File: config.mk
export PLATFORM = sky130hd
export DESIGN_NAME = fnv_pseudonym_generator_flat
export DESIGN_NICKNAME = d
export VERILOG_FILES = /design/src/fnv_pkg.sv /design/src/fnv_ifs.sv /design/src/fnv_csr_regs.sv /design/src/fnv_mul_unit.sv /design/src/fnv_pseudonym_generator.sv /design/src/flat_wrapper.sv
export SDC_FILE = /design/constraint.sdc
export NUM_CORES = 1
export LEC_CHECK = 0
export BUFFER_PORTS_ARGS = -buffer_cell sky130_fd_sc_hd__buf_2
export CELL_PAD_IN_SITES_DETAIL_PLACEMENT = 1
export CELL_PAD_IN_SITES_GLOBAL_PLACEMENT = 1
export CORE_MARGIN = 4
export CORE_UTILIZATION = 44
export CTS_BUF_LIST = sky130_fd_sc_hd__clkbuf_8
export CTS_CLUSTER_DIAMETER = 150
export DETAILED_ROUTE_END_ITERATION = 10
export GPL_TIMING_DRIVEN = 1
export MAX_ROUTING_LAYER = met4
export PLACE_DENSITY_LB_ADDON = 0.08
export SYNTH_ARGS = -nofsm -noshare
export SYNTH_HDL_FRONTEND = slang
export SYNTH_SLANG_ARGS = --single-unit
File: constraint.sdc
create_clock -name clock -period 20.1 [get_ports clock]
set_clock_uncertainty 0.2 [all_clocks]
set_input_delay 4.02 -clock clock [delete_from_list [all_inputs] [get_ports clock]]
set_output_delay 4.02 -clock clock [all_outputs]
set_load 0.03 [all_outputs]
File: src/fnv_pkg.sv
// Shared constants and types for the FNV-1a pseudonym generator.
package fnv_pkg;

   localparam int MaxPseudonymBytes = 32;
   localparam int LenCap = (MaxPseudonymBytes < 32) ? MaxPseudonymBytes : 32;

   localparam int LenW    = 6;
   localparam int PosW    = 5;
   localparam int CsrIdxW = 2;
   localparam int CsrDataW = 64;

   localparam logic [31:0] FnvBasis = 32'h811c9dc5;
   localparam logic [31:0] FnvPrime = 32'h01000193;
   localparam logic [31:0] MixMult  = 32'h5bd1e995;
   localparam logic [LenW-1:0] LenReset = LenW'(16);

   localparam logic [CsrIdxW-1:0] RegSerialNumber    = CsrIdxW'(0);
   localparam logic [CsrIdxW-1:0] RegPseudonymLength = CsrIdxW'(1);

   // Operands presented to the shared multiply-add unit.
   typedef struct packed {
      logic [31:0] a;
      logic [31:0] b;
      logic [31:0] addend;
   } mul_op_type;

   // Settings handed from the register file to the sequencer.
   typedef struct packed {
      logic [31:0]     serial_lo;
      logic [LenW-1:0] eff_len;
   } cfg_type;

endpackage

File: src/fnv_ifs.sv
// Handshake interfaces for the request, response and register write channels.
interface fnv_req_if;
   logic       valid;
   logic       ready;
   logic [7:0] id_byte;
   logic       byte_present;
   logic       final_item;

   modport source (output valid, id_byte, byte_present, final_item, input ready);
   modport sink   (input valid, id_byte, byte_present, final_item, output ready);
endinterface

interface fnv_rsp_if;
   logic       valid;
   logic       ready;
   logic [7:0] pseudonym_byte;
   logic [4:0] byte_position;
   logic       last_of_run;

   modport source (output valid, pseudonym_byte, byte_position, last_of_run, input ready);
   modport sink   (input valid, pseudonym_byte, byte_position, last_of_run, output ready);
endinterface

interface fnv_csr_if;
   logic        valid;
   logic        ready;
   logic [1:0]  index;
   logic [63:0] data;

   modport source (output valid, index, data, input ready);
   modport sink   (input valid, index, data, output ready);
endinterface

File: src/fnv_csr_regs.sv
// Configuration registers with length saturation.
module fnv_csr_regs (
   input  logic              clock,
   input  logic              reset,
   fnv_csr_if.sink           csr_port,
   output fnv_pkg::cfg_type  cfg
);
   import fnv_pkg::*;

   logic [CsrDataW-1:0] serial_ff;
   logic [LenW-1:0]     length_ff;

   assign csr_port.ready = 1'b1;

   always_ff @(posedge clock) begin
      if (reset) begin
         serial_ff <= '0;
         length_ff <= LenReset;
      end else if (csr_port.valid) begin
         if (csr_port.index == RegSerialNumber) begin
            serial_ff <= csr_port.data;
         end else if (csr_port.index == RegPseudonymLength) begin
            length_ff <= csr_port.data[LenW-1:0];
         end
      end
   end

   assign cfg.serial_lo = serial_ff[31:0];
   assign cfg.eff_len   = (length_ff > LenW'(LenCap)) ? LenW'(LenCap) : length_ff;

endmodule

File: src/fnv_mul_unit.sv
// Shared 32-bit multiply-add unit, low word of a*b+addend, registered.
module fnv_mul_unit (
   input  logic                clock,
   input  fnv_pkg::mul_op_type op,
   output logic [31:0]         result
);
   import fnv_pkg::*;

   logic [31:0] result_ff;
   logic [31:0] result_in;

   assign result_in = (op.a * op.b) + op.addend;

   always_ff @(posedge clock) begin
      result_ff <= result_in;
   end

   assign result = result_ff;

endmodule

File: src/fnv_pseudonym_generator.sv
// Top level: FNV-1a pseudonym generator with a sequencer around one multiplier.
//
//   Channel | Direction | Payload                                       | Accepted when
//   req     | in        | id_byte, byte_present, final_item             | valid && ready
//   rsp     | out       | pseudonym_byte, byte_position, last_of_run    | valid && ready
//   csr     | in        | index (0 serial_number, 1 pseudonym_length), data | valid && ready
//
// All multiplies share one registered 32x32 multiply-add unit. An item with a byte
// is hashed in HashWait, an empty non-final item is taken in Idle, and a final item
// adds a serial mix, then Emit and StepWait per pseudonym byte while rsp keeps up.
// A stalled response holds the sequencer in its emit step. The request side is ready
// only while idle; the last byte may still wait in the response register meanwhile.
// Reset is synchronous, active high, and restores the offset basis and register defaults.
module fnv_pseudonym_generator (
   input  logic      clock,
   input  logic      reset,
   fnv_req_if.sink   req_port,
   fnv_rsp_if.source rsp_port,
   fnv_csr_if.sink   csr_port
);
   import fnv_pkg::*;

   typedef enum logic [2:0] {
      Idle,
      HashWait,
      SerialIssue,
      SerialWait,
      Emit,
      StepWait
   } state_type;

   cfg_type     cfg;
   mul_op_type  mul_op;
   logic [31:0] mul_result;

   state_type       state_ff, state_in;
   logic [31:0]     hash_ff, hash_in;
   logic            final_ff, final_in;
   logic [LenW-1:0] idx_ff, idx_in;
   logic            rsp_valid_ff, rsp_valid_in;
   logic [7:0]      rsp_byte_ff, rsp_byte_in;
   logic [PosW-1:0] rsp_pos_ff, rsp_pos_in;
   logic            rsp_last_ff, rsp_last_in;

   logic            req_take;
   logic            slot_free;
   logic            is_last;
   logic [7:0]      hash_byte;

   fnv_csr_regs u_csr (
      .clock    (clock),
      .reset    (reset),
      .csr_port (csr_port),
      .cfg      (cfg)
   );

   fnv_mul_unit u_mul (
      .clock  (clock),
      .op     (mul_op),
      .result (mul_result)
   );

   assign req_port.ready = (state_ff == Idle);
   assign req_take       = req_port.valid && (state_ff == Idle);
   assign slot_free      = !rsp_valid_ff || rsp_port.ready;
   assign is_last        = ((idx_ff + LenW'(1)) == cfg.eff_len);

   // The byte of the hash picked by the low two bits of the position.
   always_comb begin
      unique case (idx_ff[1:0])
         2'd0:    hash_byte = hash_ff[7:0];
         2'd1:    hash_byte = hash_ff[15:8];
         2'd2:    hash_byte = hash_ff[23:16];
         default: hash_byte = hash_ff[31:24];
      endcase
   end

   // Operand selection for the shared multiplier; only the state that reads the
   // result back cares about what was issued.
   always_comb begin
      unique case (state_ff)
         Idle: begin
            mul_op.a      = hash_ff ^ {24'd0, req_port.id_byte};
            mul_op.b      = FnvPrime;
            mul_op.addend = '0;
         end
         SerialIssue: begin
            mul_op.a      = cfg.serial_lo;
            mul_op.b      = MixMult;
            mul_op.addend = '0;
         end
         default: begin
            mul_op.a      = hash_ff;
            mul_op.b      = MixMult;
            mul_op.addend = {{(32-LenW){1'b0}}, idx_ff};
         end
      endcase
   end

   always_comb begin
      state_in     = state_ff;
      hash_in      = hash_ff;
      final_in     = final_ff;
      idx_in       = idx_ff;
      rsp_valid_in = rsp_valid_ff && !rsp_port.ready;
      rsp_byte_in  = rsp_byte_ff;
      rsp_pos_in   = rsp_pos_ff;
      rsp_last_in  = rsp_last_ff;

      unique case (state_ff)
         Idle: begin
            if (req_take) begin
               final_in = req_port.final_item;
               if (req_port.byte_present) begin
                  state_in = HashWait;
               end else if (req_port.final_item) begin
                  state_in = SerialIssue;
               end
            end
         end
         HashWait: begin
            hash_in  = mul_result;
            state_in = final_ff ? SerialIssue : Idle;
         end
         SerialIssue: begin
            state_in = SerialWait;
         end
         SerialWait: begin
            hash_in = hash_ff ^ mul_result;
            idx_in  = '0;
            if (cfg.eff_len == '0) begin
               // Nothing to emit, but the identifier is still closed.
               hash_in  = FnvBasis;
               state_in = Idle;
            end else begin
               state_in = Emit;
            end
         end
         Emit: begin
            if (slot_free) begin
               rsp_valid_in = 1'b1;
               rsp_byte_in  = hash_byte;
               rsp_pos_in   = idx_ff[PosW-1:0];
               rsp_last_in  = is_last;
               state_in     = StepWait;
            end
         end
         StepWait: begin
            idx_in = idx_ff + LenW'(1);
            if (is_last) begin
               hash_in  = FnvBasis;
               state_in = Idle;
            end else begin
               hash_in  = mul_result;
               state_in = Emit;
            end
         end
         default: begin
            state_in = Idle;
         end
      endcase
   end

   always_ff @(posedge clock) begin
      if (reset) begin
         state_ff     <= Idle;
         hash_ff      <= FnvBasis;
         final_ff     <= 1'b0;
         idx_ff       <= '0;
         rsp_valid_ff <= 1'b0;
      end else begin
         state_ff     <= state_in;
         hash_ff      <= hash_in;
         final_ff     <= final_in;
         idx_ff       <= idx_in;
         rsp_valid_ff <= rsp_valid_in;
      end
      rsp_byte_ff <= rsp_byte_in;
      rsp_pos_ff  <= rsp_pos_in;
      rsp_last_ff <= rsp_last_in;
   end

   assign rsp_port.valid          = rsp_valid_ff;
   assign rsp_port.pseudonym_byte = rsp_byte_ff;
   assign rsp_port.byte_position  = rsp_pos_ff;
   assign rsp_port.last_of_run    = rsp_last_ff;

endmodule
File: src/flat_wrapper.sv
// flat-port wrapper written by rule: the top's interface ports become plain ports
module fnv_pseudonym_generator_flat import fnv_pkg::*;
  (clock, reset, req_port_valid, req_port_id_byte, req_port_byte_present, req_port_final_item, req_port_ready, rsp_port_valid, rsp_port_pseudonym_byte, rsp_port_byte_position, rsp_port_last_of_run, rsp_port_ready, csr_port_valid, csr_port_index, csr_port_data, csr_port_ready);
  fnv_req_if req_port_i ();
  fnv_rsp_if rsp_port_i ();
  fnv_csr_if csr_port_i ();
  input  logic clock;
  input  logic reset;
  input wire logic [$bits(req_port_i.valid)-1:0] req_port_valid;
  input wire logic [$bits(req_port_i.id_byte)-1:0] req_port_id_byte;
  input wire logic [$bits(req_port_i.byte_present)-1:0] req_port_byte_present;
  input wire logic [$bits(req_port_i.final_item)-1:0] req_port_final_item;
  output wire logic [$bits(req_port_i.ready)-1:0] req_port_ready;
  output wire logic [$bits(rsp_port_i.valid)-1:0] rsp_port_valid;
  output wire logic [$bits(rsp_port_i.pseudonym_byte)-1:0] rsp_port_pseudonym_byte;
  output wire logic [$bits(rsp_port_i.byte_position)-1:0] rsp_port_byte_position;
  output wire logic [$bits(rsp_port_i.last_of_run)-1:0] rsp_port_last_of_run;
  input wire logic [$bits(rsp_port_i.ready)-1:0] rsp_port_ready;
  input wire logic [$bits(csr_port_i.valid)-1:0] csr_port_valid;
  input wire logic [$bits(csr_port_i.index)-1:0] csr_port_index;
  input wire logic [$bits(csr_port_i.data)-1:0] csr_port_data;
  output wire logic [$bits(csr_port_i.ready)-1:0] csr_port_ready;
  assign req_port_i.valid = req_port_valid;
  assign req_port_i.id_byte = req_port_id_byte;
  assign req_port_i.byte_present = req_port_byte_present;
  assign req_port_i.final_item = req_port_final_item;
  assign req_port_ready = req_port_i.ready;
  assign rsp_port_valid = rsp_port_i.valid;
  assign rsp_port_pseudonym_byte = rsp_port_i.pseudonym_byte;
  assign rsp_port_byte_position = rsp_port_i.byte_position;
  assign rsp_port_last_of_run = rsp_port_i.last_of_run;
  assign rsp_port_i.ready = rsp_port_ready;
  assign csr_port_i.valid = csr_port_valid;
  assign csr_port_i.index = csr_port_index;
  assign csr_port_i.data = csr_port_data;
  assign csr_port_ready = csr_port_i.ready;
  fnv_pseudonym_generator u_core (.clock(clock), .reset(reset), .req_port(req_port_i), .rsp_port(rsp_port_i), .csr_port(csr_port_i));
endmodule
==> results.ini, run 1 <==
[clock_tree]
clk_latency_ns = 0.49
clock-root-buffer = clkbuf_8
cts-resized-gates = 0
cts-buffers-inserted = 17
cts_sinks = 127
cts_tree = yes
post-cts-setup-buffers = 0
htreeDepth = 4
clock_path_buffers = 2
clk_pin_slew_worst_paths_ns = 0.08
hold_buffers = 0

[grt]
grt_pass1_vias = 13197
grt_pass1_wl_mm = 78.11
overflow = 0
grt_max_degree = 81
grt_usage_pct = 27.16
antenna_found_initial = 1

[status]
status = complete, no violations

[floorplanning]
die_x_um = 199.4
core_area_um2 = 35830
dieArea_um2 = 39760
io_pins = 98
rows = 69
die_y_um = 199.4
start_util_pct = 44.99

[placement]
place.gp.congestion = 0.9398
portBuffers = 64
hpwl_mm = 42.00

[critical_path]
critPathCaptureType = flop
worstPathArrival_ns = 11.83
crit_buf_inv = 4
cpPeakStageDelay_ns = 0.80
cpLargestDelayFamily = compound AO/OA/AOI/OAI gates
crit_type = primary input to flop
crit_fanout = 11
crit_path_start_kind = primary input
critPathSlowestCell = o41ai_1
critical_path_required_ns = 20.24

[timing]
finalCritPeriodShare_pct = 58.18
finalCriticalPeriod_ns = 11.69
final_max_slew_viol_count = 0
rsz0062_at_grt = no
timing.fmax_mhz = 85.52
worstMarginPinSlew_ns = 1.292
finalHoldViolations = 0
setup_viol = 0
fin_setup_tns_ns = 0
slew_headroom_pct = 13.58

[synth]
ys_seq_area_share_pct = 16.64
yosys-top-cells-area = fa_1 (26%), ha_1 (17%), dfxtp_1 (14%), inv_1 (8.3%), xnor2_1 (3.5%)
synth_cell_types = 70
syn_avg_cell_area_um2 = 9.046
yosys_warnings = 0
synth_top_cells_by_count = inv_1 (355), ha_1 (223), fa_1 (206), nand2_1 (143), nor2_1 (124)
synth_top_area_cell = fa_1
synthCells = 1782
synthFlopType = dfxtp_1
async_flop_share_pct = 0
synth_edf_count = 14
yosysMostFrequentCell = inv_1
yosysTopAreaCellShare_pct = 25.58
syn_nets = 2292
syn_area_um2 = 16120
yosys_register_bits = 127

[cells_and_area]
fillers = 4172
multi_input_area_um2 = 11850
seqCellArea_um2 = 2683
drive_above_1_share_pct = 7.537
area.growth.synth_to_final_pct = 7.234
nets = 2328

[routing]
drc_errors = 0
first_iter_violations = 597
first_pass_iters = 7
drtAntennaViolNets = 0
vias = 12475
vias_per_cell = 5.440
routedWlPerCell_um = 22.15
wl_mm = 50.80

[hold_path]
hp-class = flop to flop

[job]
max-cap-violations = 0

[cells by family (layout without fill, tap and decap cells)]
family          Yosys count  in the layout  synth area share, %
compound gates          301            301                12.26
xor+xnor                 85             85                5.240
fa+ha+maj               429            429                42.89
buf+inv                 423            472                10.04
flops                   127            127                16.64
mux                      33             33                2.189
other cells               1              2              0.02326
simple gates            383            383                10.72
[worst min-delay path: stages, from the launching register on]
cell,delay (ns)
dfxtp_1,0.31
nand2_1,0.05
a21oi_1,0.05
[flip-flops by register name (all words and copies together) (netlist names), 3 cells and up]
name and flops:
u_core.u_mul.result 32, u_core.rsp_port.pseudonym_byte 8, u_core.u_csr.serial_ff 32, u_core.hash_ff 32, u_core.idx_ff 6, u_core.rsp_port.byte_position 5
u_core.state_ff 3, u_core.u_csr.length_ff 6
[metrics by stage]
step / setup slack [ns] / cells / hold slack (ns) / util (%) / instance area [µm²]
6_report: 8.407 / 2293 / 0.2568 / 48.25 / 17290
5_1_grt: 8.073 / 2293 / 0.2843 / 48.25 / 17290
4_1_cts: 8.545 / 2292 / 0.2590 / 48.24 / 17280
3_5_place_dp: 8.055 / 2260 / 0.2468 / 47.20 / 16910
3_3_place_gp: 8.059 / 2260 / 0.2439 / 47.20 / 16910
2_1_floorplan: 9.507 / 1782 / 0.2064 / - / 16120
[path summary, 6_finish.rpt]
| check | start | to | slack (ns) | cells after the start |
|---|---|---|---|---|
| worst max register to register | u_core.state_ff[0]$_SDFFE_PP0P_ | u_core.u_mul.result[31]$_DFF_P_ | 10.47 | 27 |
| worst min register to register | u_core.hash_ff[26]$_SDFFE_PP0P_ | u_core.hash_ff[26]$_SDFFE_PP0P_ | 0.26 | 2 |
| worst max-delay path | req_port_id_byte[7] | u_core.u_mul.result[31]$_DFF_P_ | 8.41 | 25 |
| worst min-delay path | u_core.hash_ff[26]$_SDFFE_PP0P_ | u_core.hash_ff[26]$_SDFFE_PP0P_ | 0.26 | 2 |
[layout by cell type (no fill, tap or decap), types with 6 or more instances in the layout]
| cell type | count |
|---|---|
| and3_1 | 20 |
| xor2_1 | 13 |
| inv_1 | 356 |
| nand3_1 | 17 |
| buf_2 | 64 |
| fa_1 | 206 |
| nand2b_1 | 18 |
| mux2i_1 | 26 |
| nor3b_1 | 6 |
| edfxtp_1 | 14 |
| o21ai_0 | 50 |
| ha_1 | 223 |
| xnor2_1 | 64 |
| dfxtp_1 | 113 |
| nor3_1 | 9 |
| o41ai_1 | 15 |
| and2_1 | 26 |
| nor2_1 | 124 |
| nand2_1 | 143 |
| o21a_1 | 10 |
| a32oi_1 | 16 |
| a21o_1 | 35 |
| clkbuf_8 | 17 |
| buf_4 | 19 |
| a222oi_1 | 8 |
| o21bai_1 | 21 |
| a21oi_1 | 100 |
[routing by layer]
layer  track usage [%]  share of wire [%]
met5                 -                  0
met4             8.101                3.0
met3             4.249                4.6
met2             45.11                 50
met1             34.51                 43
[area by class of cell]
class | instances | area share (%)
inverters | 357 | 7.752
repair buffers | 83 | 2.678
clock inverters | 15 | 0.7890
diodes | 1 | 0.01448
flip-flops and latches | 127 | 15.52
well taps | 461 | 3.337
multi-input cells | 1232 | 68.56
clock buffers | 17 | 1.354
Power of run 1 is not shown: default switching activity piles up to over one toggle a cycle in this logic, so the estimate is an artifact.
==> run 2: changes to the inputs <==
--- a/config.mk
+++ b/config.mk
@@ -5,6 +5,7 @@
 export SDC_FILE = /design/constraint.sdc
 export NUM_CORES = 1
 export LEC_CHECK = 0
+export ABC_AREA = 1
 export BUFFER_PORTS_ARGS = -buffer_cell sky130_fd_sc_hd__buf_2
 export CELL_PAD_IN_SITES_DETAIL_PLACEMENT = 1
 export CELL_PAD_IN_SITES_GLOBAL_PLACEMENT = 1
==> constraint.sdc (replaced) <==
create_clock -name clock -period 11.6 [get_ports clock]
set_clock_uncertainty 0.2 [all_clocks]
set_input_delay 2.32 -clock clock [delete_from_list [all_inputs] [get_ports clock]]
set_output_delay 2.32 -clock clock [all_outputs]
set_load 0.03 [all_outputs]
==> run 2 against run 1 <==
Compared with the run above: core utilization decreased by 0.53 points; sequential share of layout area down 0.16 points; synthesized cell count is 13% higher; sequential cell count did not move; design area grew 1.1%; global-route usage rose by 1.6 points; worst hold slack improved by 0.0047 ns; die area increased by 1.2%; worst setup slack got worse by 5.8 ns; critical path type unchanged.
==> results.ini, run 2 <==
[status]
status = complete, no violations  ; unchanged

[floorplanning]
die_x_um = 200.6  ; was 199.4 µm
start_util_pct = 44.60  ; was 44.99%
core_area_um2 = 36610  ; was 35830 µm²
rows = 70  ; was 69
io_pins = 98  ; unchanged
die_y_um = 200.6  ; was 199.4 µm
dieArea_um2 = 40250  ; was 39760 µm²

[cells_and_area]
area.growth.synth_to_final_pct = 6.982  ; was 7.234%
nets = 2569  ; was 2328
fillers = 4515  ; was 4172
final_cell_mix = inv_1 (472), nand2_1 (258), ha_1 (223)  ; was inv_1 (356), ha_1 (223), fa_1 (206)
diodes = 0  ; was 1
layout_commonest_cell = inv_1  ; unchanged
drive_above_1_share_pct = 7.577  ; was 7.537%

[timing]
final_max_slew_viol_count = 0  ; unchanged
rsz0062_at_grt = no  ; unchanged
timing.fmax_mhz = 110.7
slew_headroom_pct = 6.008  ; was 13.58%
setup_viol = 0  ; unchanged
worstMarginPinSlew_ns = 1.410  ; was 1.292 ns
finalCriticalPeriod_ns = 9.032
fin_setup_tns_ns = 0  ; unchanged
finalHoldViolations = 0  ; unchanged
finalCritPeriodShare_pct = 77.87

[placement]
place.gp.congestion = 0.9478  ; was 0.9398
portBuffers = 64  ; unchanged
hpwl_mm = 47.07  ; was 42.00 mm

[grt]
overflow = 0  ; unchanged
antenna_found_initial = 0  ; was 1
grt_pass1_wl_mm = 86.55  ; was 78.11 mm
grt_pass1_vias = 14683  ; was 13.20k
grt_max_degree = 73  ; was 81
grt_usage_pct = 28.74  ; was 27.16%

[synth]
synth_cell_types = 46  ; was 70
synth_top_cells_by_count = inv_1 (468), nand2_1 (258), ha_1 (223), fa_1 (206), nor2_1 (160)  ; was inv_1 (355), ha_1 (223), fa_1 (206), nand2_1 (143), nor2_1 (124)
synthMuxAreaShare_pct = 0  ; was 2.189%
yosys_warnings = 0  ; unchanged
syn_avg_cell_area_um2 = 8.139  ; was 9.046 µm²
synth_top_family_by_area = adder cells  ; unchanged
synthCells = 2006  ; was 1782
yosys-top-cells-area = fa_1 (25%), ha_1 (17%), dfxtp_1 (14%), inv_1 (11%), nand2_1 (5.9%)  ; was fa_1 (26%), ha_1 (17%), dfxtp_1 (14%), inv_1 (8.3%), xnor2_1 (3.5%)
synth_top_area_cell = fa_1  ; unchanged
async_flop_share_pct = 0  ; unchanged
ys_seq_area_share_pct = 16.43  ; was 16.64%
yosysMostFrequentCell = inv_1  ; unchanged
synth_edf_count = 14  ; unchanged
synth_compound_area_share_pct = 8.836  ; was 12.26%
synth-simple-area-share_pct = 15.56  ; was 10.72%
synth_xor_xnor_area_share_pct = 4.238  ; was 5.239%
yosys_register_bits = 127  ; unchanged
syn_area_um2 = 16330  ; was 16120 µm²
yosysTopAreaCellShare_pct = 25.26  ; was 25.58%
synth_fa_ha_area_share_pct = 42.35  ; was 42.89%
synthFlopType = dfxtp_1  ; unchanged
syn_nets = 2516  ; was 2292

[routing]
drc_errors = 0  ; unchanged
first_pass_iters = 7  ; unchanged
routedWlPerCell_um = 21.95  ; was 22.15 µm
first_iter_violations = 672  ; was 597
vias = 13354  ; was 12.48k
drtAntennaViolNets = 0  ; unchanged
wl_mm = 55.76  ; was 50.80 mm
vias_per_cell = 5.257  ; was 5.440

[clock_tree]
cts-buffers-inserted = 17  ; unchanged
clock_path_buffers = 2  ; unchanged
clk_latency_ns = 0.46  ; was 0.49 ns
clock-root-buffer = clkbuf_8  ; unchanged
post-cts-setup-buffers = 0  ; unchanged
cts-resized-gates = 0  ; unchanged
hold_buffers = 0  ; unchanged
clk_pin_slew_worst_paths_ns = 0.08  ; about the same
cts_sinks = 127  ; unchanged
cts_tree = yes  ; unchanged
htreeDepth = 4  ; unchanged

[job]
max-cap-violations = 0  ; unchanged

[critical_path]
critical_path_required_ns = 11.74  ; was 20.24 ns
crit_buf_inv = 5  ; was 4
cpPeakStageDelay_ns = 0.53  ; was 0.80 ns
critPathCaptureType = flop  ; unchanged
crit_type = primary input to flop  ; unchanged
cpLargestDelayFamily = adder cells  ; was compound AO/OA/AOI/OAI gates
crit_path_start_kind = primary input  ; unchanged
worstPathArrival_ns = 9.17  ; was 11.83 ns
crit_fanout = 5  ; was 11
critPathSlowestCell = o211ai_1  ; was o41ai_1

[hold_path]
hp-class = flop to flop  ; unchanged

## run 2: cell types whose count changed after synthesis, moves of 21 or more
cell and change:
nand2_1 +115, xor2_1 +21, and2_1 -26, clkbuf_1 -28, a21o_1 -33, nand3_1 +51
nor2_1 +36, inv_1 +113, mux2i_1 -26, o21ai_0 +74
## run 2: through the flow
step | util (%) | std cells | worst slack, ns | hold slack [ns] | cell area (µm²)
2_1_floorplan | - | 2006 | 3.603 | 0.2237 | 16330
3_3_place_gp | 46.77 | 2508 | 2.232 | 0.2416 | 17120
3_5_place_dp | 46.77 | 2508 | 2.170 | 0.2462 | 17120
4_1_cts | 47.71 | 2540 | 2.602 | 0.2565 | 17470
5_1_grt | 47.71 | 2540 | 2.220 | 0.2838 | 17470
6_report | 47.71 | 2540 | 2.568 | 0.2615 | 17470
## run 2: worst min-delay path: cells and delay by family (launching register included)
kind | cells | cell delay (ns)
AO/OA/AOI/OAI | 1 | 0.05
buffers and inverters | 1 | 0.06
flip-flops | 1 | 0.30
## run 2: kinds of logic (layout without fill, tap and decap cells)
kind of cell | after synthesis | count (layout)
AO/OA/AOI/OAI | 271 | 271
AND/OR/NAND/NOR | 572 | 572
adder cells (fa/ha/maj) | 429 | 429
buffers and inverters | 527 | 593
other | 1 | 1
XOR/XNOR | 79 | 79
flip-flops | 127 | 127
## run 2: final cells by class
type	count	area, µm²	share of cell area [%]
Clock buffer	17	234.0	1.340
Clock inverter	15	108.9	0.6232
Tap cell	468	585.6	3.352
Multi-Input combinational cell	1352	11600	66.40
Timing Repair Buffer	83	462.9	2.650
Inverter	478	1794	10.27
Sequential cell	127	2683	15.36
## run 2: final timing paths
path	slack, ns	startpoint	endpoint	cells after the start
max	2.57	req_port_id_byte[0]	u_core.u_mul.result[28]$_DFF_P_	29
min	0.26	u_core.u_csr.serial_ff[1]$_SDFFE_PP0P_	u_core.u_csr.serial_ff[1]$_SDFFE_PP0P_	2
max reg2reg	2.87	u_core.state_ff[2]$_SDFFE_PP0P_	u_core.u_mul.result[28]$_DFF_P_	25
min reg2reg	0.26	u_core.u_csr.serial_ff[1]$_SDFFE_PP0P_	u_core.u_csr.serial_ff[1]$_SDFFE_PP0P_	2
## run 2: layer usage
| metal | share of wire (%) | vias up | global-route usage, % |
|---|---|---|---|
| met5 | 0 | - | - |
| met4 | 2.4 | 0 | 7.301 |
| met3 | 2.7 | 66 | 1.712 |
| met2 | 48 | 265 | 48.01 |
| met1 | 47 | 6713 | 38.59 |
| li1 | - | 6310 | - |
Power of run 2 is left out for the same reason.
